<file path="config.mk">
export PLATFORM = sky130hd
export DESIGN_NAME = packed_sample_unpacker_unit
export DESIGN_NICKNAME = d
export VERILOG_FILES = /design/src/hdl/psu_pkg.sv /design/src/hdl/psu_cfg.sv /design/src/hdl/psu_ctrl.sv /design/src/hdl/psu_dp.sv /design/src/hdl/packed_sample_unpacker_unit.sv
export VERILOG_INCLUDE_DIRS = /design/src /design/src/hdl
export SDC_FILE = /design/constraint.sdc
export NUM_CORES = 1
export LEC_CHECK = 0
export ABC_AREA = 1
export BUFFER_PORTS_ARGS = -buffer_cell sky130_fd_sc_hd__buf_2
export CORE_MARGIN = 2
export CORE_UTILIZATION = 55
export CTS_BUF_LIST = sky130_fd_sc_hd__clkbuf_8
export CTS_CLUSTER_DIAMETER = 30
export CTS_CLUSTER_SIZE = 16
export DETAILED_ROUTE_END_ITERATION = 8
export PLACE_DENSITY = 0.77
export SYNTH_ARGS = -nofsm -noshare
export SYNTH_HDL_FRONTEND = slang
export SYNTH_SLANG_ARGS = --single-unit
</file>
<file path="constraint.sdc">
create_clock -name clk -period 7.8 [get_ports clk]
set_input_delay 0.78 -clock clk [delete_from_list [all_inputs] [get_ports clk]]
set_output_delay 0.78 -clock clk [all_outputs]
set_load 0.01 [all_outputs]
</file>
<file path="src/hdl/assert_macros.svh">
// assertion helpers, sampled on the rising clock edge and off during reset
`ifndef ASSERT_MACROS_SVH
`define ASSERT_MACROS_SVH

// property must hold at every edge
`define ASSERT_CLK(lbl, prop, msg) \
    lbl: assert property (@(posedge clk) disable iff (!rst_n) (prop)) else $error(msg);

// condition must never be seen
`define ASSERT_NEVER(lbl, cond, msg) \
    lbl: assert property (@(posedge clk) disable iff (!rst_n) !(cond)) else $error(msg);

`endif

</file>
<file path="src/hdl/psu_pkg.sv">
`timescale 1ns / 1ps

package psu_pkg;

    localparam int unsigned WORD_BITS_DEF = 32;
    localparam int unsigned IN_W          = 32;
    localparam int unsigned SAMPLE_W      = 32;
    localparam int unsigned BPS_W         = 6;
    localparam int unsigned SPL_W         = 16;
    localparam int unsigned CFG_IDX_W     = 2;
    localparam int unsigned CFG_DATA_W    = 32;
    localparam int unsigned MAX_TAKE      = 32;
    localparam int unsigned CNT_W         = $clog2(MAX_TAKE);

    localparam logic [BPS_W-1:0] BPS_RST = BPS_W'(10);
    localparam logic             PAD_RST = 1'b0;
    localparam logic [SPL_W-1:0] SPL_RST = SPL_W'(3);

    localparam logic [CFG_IDX_W-1:0] CFG_BPS = 2'd0;
    localparam logic [CFG_IDX_W-1:0] CFG_PAD = 2'd1;
    localparam logic [CFG_IDX_W-1:0] CFG_SPL = 2'd2;

    typedef enum logic {
        ST_IDLE,
        ST_RUN
    } state_t;

    // controller to datapath
    typedef struct packed {
        logic load;
        logic step;
    } cmd_t;

    // datapath to controller
    typedef struct packed {
        logic bad_bps;
        logic last;
        logic slot_free;
    } sts_t;

endpackage

</file>
<file path="src/hdl/psu_cfg.sv">
`timescale 1ns / 1ps

module psu_cfg
    import psu_pkg::*;
(
    input  logic                  clk,
    input  logic                  rst_n,
    input  logic                  cfg_valid,
    input  logic [CFG_IDX_W-1:0]  cfg_index,
    input  logic [CFG_DATA_W-1:0] cfg_data,
    output logic [BPS_W-1:0]      bps,
    output logic                  pad_mode,
    output logic [SPL_W-1:0]      spl
);

    logic [BPS_W-1:0] bps_reg;
    logic             pad_reg;
    logic [SPL_W-1:0] spl_reg;

    always_ff @(posedge clk or negedge rst_n)
    begin
        if (!rst_n)
        begin
            bps_reg <= BPS_RST;
            pad_reg <= PAD_RST;
            spl_reg <= SPL_RST;
        end
        else if (cfg_valid)
        begin
            case (cfg_index)
                CFG_BPS: bps_reg <= cfg_data[BPS_W-1:0];
                CFG_PAD: pad_reg <= cfg_data[0];
                CFG_SPL: spl_reg <= cfg_data[SPL_W-1:0];
                default: ;
            endcase
        end
    end

    assign bps      = bps_reg;
    assign pad_mode = pad_reg;
    assign spl      = spl_reg;

endmodule

</file>
<file path="src/hdl/psu_ctrl.sv">
`timescale 1ns / 1ps

module psu_ctrl
    import psu_pkg::*;
(
    input  logic clk,
    input  logic rst_n,
    input  logic in_valid,
    output logic in_ready,
    input  sts_t sts,
    output cmd_t cmd
);

    state_t state_reg;
    state_t state_next;

    always_ff @(posedge clk or negedge rst_n)
    begin
        if (!rst_n)
        begin
            state_reg <= ST_IDLE;
        end
        else
        begin
            state_reg <= state_next;
        end
    end

    always_comb
    begin
        state_next = state_reg;
        case (state_reg)
            ST_IDLE:
            begin
                // a word with an unusable sample width is dropped right away
                if (in_valid && !sts.bad_bps)
                begin
                    state_next = ST_RUN;
                end
            end
            ST_RUN:
            begin
                if (sts.slot_free && sts.last)
                begin
                    state_next = ST_IDLE;
                end
            end
            default: state_next = ST_IDLE;
        endcase
    end

    always_comb
    begin
        in_ready = 1'b0;
        cmd      = '0;
        case (state_reg)
            ST_IDLE:
            begin
                in_ready = 1'b1;
                cmd.load = in_valid;
            end
            ST_RUN:
            begin
                cmd.step = sts.slot_free;
            end
            default: ;
        endcase
    end

    `include "assert_macros.svh"

    `ASSERT_CLK(a_last_returns_idle, cmd.step && sts.last |=> in_ready, "last sample did not free input")
    `ASSERT_NEVER(a_step_while_ready, cmd.step && in_ready, "sample emitted while taking a word")

endmodule

</file>
<file path="src/hdl/psu_dp.sv">
`timescale 1ns / 1ps

module psu_dp
    import psu_pkg::*;
#(
    parameter int unsigned WORD_BITS = WORD_BITS_DEF
)
(
    input  logic                clk,
    input  logic                rst_n,
    input  cmd_t                cmd,
    output sts_t                sts,
    input  logic [BPS_W-1:0]    bps,
    input  logic                pad_mode,
    input  logic [SPL_W-1:0]    spl,
    input  logic [IN_W-1:0]     packed_word,
    output logic                out_valid,
    input  logic                out_ready,
    output logic [SAMPLE_W-1:0] sample,
    output logic                word_done,
    output logic                line_end
);

    localparam int unsigned AvailW = $clog2(WORD_BITS + 1);
    localparam int unsigned AW     = (AvailW > BPS_W) ? AvailW : BPS_W + 1;
    localparam int unsigned BpsN   = 2 ** BPS_W;

    // top padding bits for every sample width, worked out at elaboration
    logic [AW-1:0] pad_tab [BpsN];

    assign pad_tab[0] = '0;
    for (genvar g = 1; g < BpsN; g++)
    begin : g_pad
        localparam int unsigned PadG = WORD_BITS % g;
        assign pad_tab[g] = AW'(PadG);
    end

    logic [WORD_BITS-1:0] word_reg, word_next;
    logic [AW-1:0]        avail_reg, avail_next;
    logic [CNT_W-1:0]     cnt_reg, cnt_next;
    logic [SPL_W-1:0]     pos_reg, pos_next;
    logic                 out_valid_reg, out_valid_next;
    logic [SAMPLE_W-1:0]  sample_reg, sample_next;
    logic                 word_done_reg, word_done_next;
    logic                 line_end_reg, line_end_next;

    logic [AW-1:0]        bps_ext;
    logic [AW-1:0]        shift;
    logic [WORD_BITS-1:0] smask;
    logic [WORD_BITS-1:0] field;
    logic [SPL_W:0]       line_len;
    logic [SPL_W:0]       pos_inc;
    logic                 line_last;
    logic                 bits_last;
    logic                 cnt_last;
    logic                 last;

    assign bps_ext   = AW'(bps);
    assign shift     = avail_reg - bps_ext;
    assign smask     = ~({WORD_BITS{1'b1}} << bps);
    assign field     = (word_reg >> shift) & smask;

    // zero line length means a full 16-bit count
    assign line_len  = (spl == '0) ? {1'b1, {SPL_W{1'b0}}} : {1'b0, spl};
    assign pos_inc   = {1'b0, pos_reg} + (SPL_W + 1)'(1);
    assign line_last = pos_inc >= line_len;
    assign bits_last = shift < bps_ext;
    assign cnt_last  = cnt_reg == CNT_W'(MAX_TAKE - 1);
    assign last      = bits_last || cnt_last || line_last;

    assign sts.bad_bps   = (bps == '0) || (bps_ext > AW'(WORD_BITS));
    assign sts.last      = last;
    assign sts.slot_free = !out_valid_reg || out_ready;

    always_comb
    begin
        word_next      = word_reg;
        avail_next     = avail_reg;
        cnt_next       = cnt_reg;
        pos_next       = pos_reg;
        out_valid_next = out_valid_reg;
        sample_next    = sample_reg;
        word_done_next = word_done_reg;
        line_end_next  = line_end_reg;

        if (out_ready)
        begin
            out_valid_next = 1'b0;
        end

        if (cmd.load)
        begin
            word_next  = WORD_BITS'(packed_word);
            avail_next = AW'(WORD_BITS) - (pad_mode ? pad_tab[bps] : '0);
            cnt_next   = '0;
        end

        if (cmd.step)
        begin
            avail_next     = shift;
            cnt_next       = cnt_reg + CNT_W'(1);
            pos_next       = line_last ? '0 : pos_inc[SPL_W-1:0];
            out_valid_next = 1'b1;
            sample_next    = SAMPLE_W'(field);
            word_done_next = last;
            line_end_next  = line_last;
        end
    end

    always_ff @(posedge clk or negedge rst_n)
    begin
        if (!rst_n)
        begin
            pos_reg       <= '0;
            out_valid_reg <= 1'b0;
        end
        else
        begin
            pos_reg       <= pos_next;
            out_valid_reg <= out_valid_next;
        end
    end

    always_ff @(posedge clk)
    begin
        word_reg      <= word_next;
        avail_reg     <= avail_next;
        cnt_reg       <= cnt_next;
        sample_reg    <= sample_next;
        word_done_reg <= word_done_next;
        line_end_reg  <= line_end_next;
    end

    assign out_valid = out_valid_reg;
    assign sample    = sample_reg;
    assign word_done = word_done_reg;
    assign line_end  = line_end_reg;

    `include "assert_macros.svh"

    `ASSERT_CLK(a_no_underflow, cmd.step |-> (avail_reg >= bps_ext), "sample read past word bottom")
    `ASSERT_CLK(a_line_end_word, out_valid_reg && line_end_reg |-> word_done_reg, "line end without word done")

endmodule

</file>
<file path="src/hdl/packed_sample_unpacker_unit.sv">
`timescale 1ns / 1ps

// channel  direction  payload                         handshake
// in       input      packed_word                     in_valid / in_ready
// out      output     sample, word_done, line_end     out_valid / out_ready
// cfg      input      cfg_index, cfg_data             cfg_valid / cfg_ready
//
// a word is taken while idle, then one sample leaves per cycle unless the output stalls;
// a word yields n samples, n = min(floor(WORD_BITS / bits_per_sample), 32, rest of line),
// three samples for 10-bit samples in a 32-bit word; the single sample extractor sets the rate
// a word with zero or oversized sample width is taken and dropped without any sample
// rst_n clears line position, output valid and the controller state
// a stalled output holds the extractor; the next word waits in the input

module packed_sample_unpacker_unit
    import psu_pkg::*;
#(
    parameter int unsigned WORD_BITS = WORD_BITS_DEF
)
(
    input  logic                  clk,
    input  logic                  rst_n,
    input  logic                  in_valid,
    output logic                  in_ready,
    input  logic [IN_W-1:0]       packed_word,
    output logic                  out_valid,
    input  logic                  out_ready,
    output logic [SAMPLE_W-1:0]   sample,
    output logic                  word_done,
    output logic                  line_end,
    input  logic                  cfg_valid,
    output logic                  cfg_ready,
    input  logic [CFG_IDX_W-1:0]  cfg_index,
    input  logic [CFG_DATA_W-1:0] cfg_data
);

    logic [BPS_W-1:0] bps;
    logic             pad_mode;
    logic [SPL_W-1:0] spl;
    cmd_t             cmd;
    sts_t             sts;

    assign cfg_ready = 1'b1;

    psu_cfg u_cfg (
        .clk       (clk),
        .rst_n     (rst_n),
        .cfg_valid (cfg_valid),
        .cfg_index (cfg_index),
        .cfg_data  (cfg_data),
        .bps       (bps),
        .pad_mode  (pad_mode),
        .spl       (spl)
    );

    psu_ctrl u_ctrl (
        .clk      (clk),
        .rst_n    (rst_n),
        .in_valid (in_valid),
        .in_ready (in_ready),
        .sts      (sts),
        .cmd      (cmd)
    );

    psu_dp #(
        .WORD_BITS (WORD_BITS)
    ) u_dp (
        .clk         (clk),
        .rst_n       (rst_n),
        .cmd         (cmd),
        .sts         (sts),
        .bps         (bps),
        .pad_mode    (pad_mode),
        .spl         (spl),
        .packed_word (packed_word),
        .out_valid   (out_valid),
        .out_ready   (out_ready),
        .sample      (sample),
        .word_done   (word_done),
        .line_end    (line_end)
    );

endmodule

</file>
==> summary.txt <==
Synthesized area -> 7770 um2
Min-Delay Path Class -> in -> async
Slew HR -> 15.7%
Die Y -> 123 um
WP data required -> 8.16 ns
Largest family of logic cells by synthesized area -> simple AND/OR/NAND/NOR gates
Clk slew on worst S/H paths -> 0.07 ns
Flop2flop setup slack -> 3.78 ns
Top cell type by total area after synthesis -> edfxtp_1
Synth Area in XOR/XNOR -> 1.56%
Worst slack, placed -> 3.88 ns
Ratio of final minimum period to clock period -> 51.6%
Top post-synthesis cells by area -> edfxtp_1, nand3_1, dfrtp_1
Final Critical Period -> 4.02 ns
Synthesized-area fraction occupied by adder cells -> 6.38%
Grt total ovfl -> 0
Mux share of post-synthesis cell area -> 0%
Syn Inst Count -> 984
Ys flop type -> edfxtp_1
Setup Skew -> 0.0133 ns
Post-synthesis cell type count -> 45
R2R Path Start -> u_dp.pos_reg[0]
WHS -> 0.438 ns
Placed insts -> 1204
Chip width -> 123 um
Setup violations, final -> 0
Post-Syn Nets -> 1094
R2R cell count -> 18
IO Port Bufs -> 90
Fin nets -> 1153
Setup ws final -> 3.78 ns
Row count -> 43
Syn_area_per_cell -> 7.90 um2
Total negative slack -> 0 ns
R2r endpoint -> u_ctrl.state_reg
TritonCTS Buffers -> 17
Starting DRT DRC Count -> 805
Core Area -> 13800 um2
Ys Warns -> 0
Area share of the largest cell type after synthesis -> 30.1%
Final ANT Viol Nets -> 0
Slew @ Worst Pin -> 1.26 ns
WP data arrival -> 4.39 ns
Synth Area in Compound Gates -> 9.39%
First-pass GRT wire length -> 31300 um
Worst skew pair latency -> 0.47 ns
Via count -> 7119
Num ports -> 108
Largest net degree at the start of global routing -> 66
Gpl congestion -> 0.948
CTS max path bufs -> 2
Area growth from synthesis to layout -> 10.8%
Vias in the first global route -> 6373
Hold Vio Cnt, Final -> 0
MaxCap Viol Count -> 0
Fmax achieved -> 249 MHz
Antenna violations before repair -> 0
Routed WL per cell -> 15.7 um
Top-count cell post-synth -> nand2_1
Layout cell share with drive strength beyond 1 -> 14.4%
RSZ-0062 raised after global routing -> no
Starting Density -> 56.2%
Die ar. -> 15100 um2
Post-DP HPWL -> 13700 um
Post-CTS resize count -> 0
Post-Route WL -> 19400 um
Sink Count -> 119
TritonCTS clock tree -> yes
Register area share after synthesis -> 43.4%
Diode count -> 0
Share of flip-flops with an asynchronous set or reset -> 34.5%
DR DRC count -> 0
Critical path class -> reg -> reg
Simple-gate area share of the yosys netlist -> 31.4%
Overall routing resource usage -> 26.9%
CTS Hold Bufs -> 0
Crit Path Max Fanout -> 15
CP endpoint kind -> register
Clock Tree Root -> clkbuf_8
Via density -> 5.76
FF+latch count, synth -> 119
Slew Limit Fails -> 0
Status -> completed
Pre-antenna DRT Iters -> 6
Synth cell count leaders -> nand2_1, nand3_1, inv_1
# H-tree levels -> 4
Finished Layout Cells -> 1236
CP startpoint kind -> register
Setup bufs post-CTS -> 0
EDFF count, synth -> 78
-- cell usage in the layout (no fill, tap or decap), drive strengths merged, types with 3 or more instances in the layout --
master	n
dfrtp	37
nand3	191
buf	95
nand4	36
a31oi	15
clkbuf	19
xor2	13
a21oi	50
a211oi	5
nand2	213
dfstp	4
o21ai	52
nor2	71
nor4	5
nor3	13
inv	93
o22ai	4
edfxtp	78
or2	3
clkinv	6
ha	38
-- stage by stage --
step | util, % | cell area (um2)
global route | 62.3 | 8610
floorplan | - | 7770
detailed placement | 59.5 | 8220
CTS | 62.3 | 8610
global placement | 59.5 | 8220
finish | 62.3 | 8610
-- layer usage --
| layer | track usage [%] | routed length, um |
|---|---|---|
| met1 | 37.5 | 8670 |
| met2 | 40.1 | 8660 |
| met3 | 5.44 | 1370 |
| met4 | 12.8 | 651 |
| met5 | 0 | 0 |
-- final cells by class --
type	count	area, um2
well taps	180	225
repair buffers	95	488
fillers	1242	5220
multi-input cells	720	3800
clock buffers	19	262
clock inverters	13	129
flip-flops and latches	119	3370
inverters	90	338
-- cells by family (layout without fill, tap and decap cells) --
kind of cell / count (synthesis) / after routing
buffers and inverters: 145 / 217
AO/OA/AOI/OAI: 132 / 132
flip-flops: 119 / 119
XOR/XNOR: 13 / 13
adder cells (fa/ha/maj): 39 / 39
AND/OR/NAND/NOR: 535 / 535
other: 1 / 1
-- how the worst max path moves through the flow --
stage,start,end,slack (ns)
2_1_floorplan,u_cfg.bps[3],u_ctrl.state_reg,4.76
3_3_place_gp,u_dp.pos_reg[0],u_dp.word_done,3.94
3_5_place_dp,u_cfg.bps[1],u_dp.sample[4],3.88
4_1_cts,u_dp.pos_reg[2],u_ctrl.state_reg,3.85
5_1_grt,u_dp.pos_reg[0],u_ctrl.state_reg,3.39
6_report,u_dp.pos_reg[0],u_ctrl.state_reg,3.78
-- critical path, cell delays in order (launching register included) --
cell and delay [ns]:
dfrtp_1 0.37, ha_1 0.19, nand2_1 0.06, nor2_1 0.15, nand3_1 0.20, nor4_4 0.27, nand3_1 0.16, nor2_1 0.14
xor2_1 0.25, ha_1 0.30, a21oi_1 0.14, o21ai_0 0.08, nor2_1 0.13, nand3_1 0.09, nor2_1 0.81, nand3b_1 0.30
nand2_1 0.13, nand2_1 0.05, o21ai_0 0.09
Power is not shown: default switching activity piles up to over one toggle a cycle in this logic, so the estimate is an artifact.
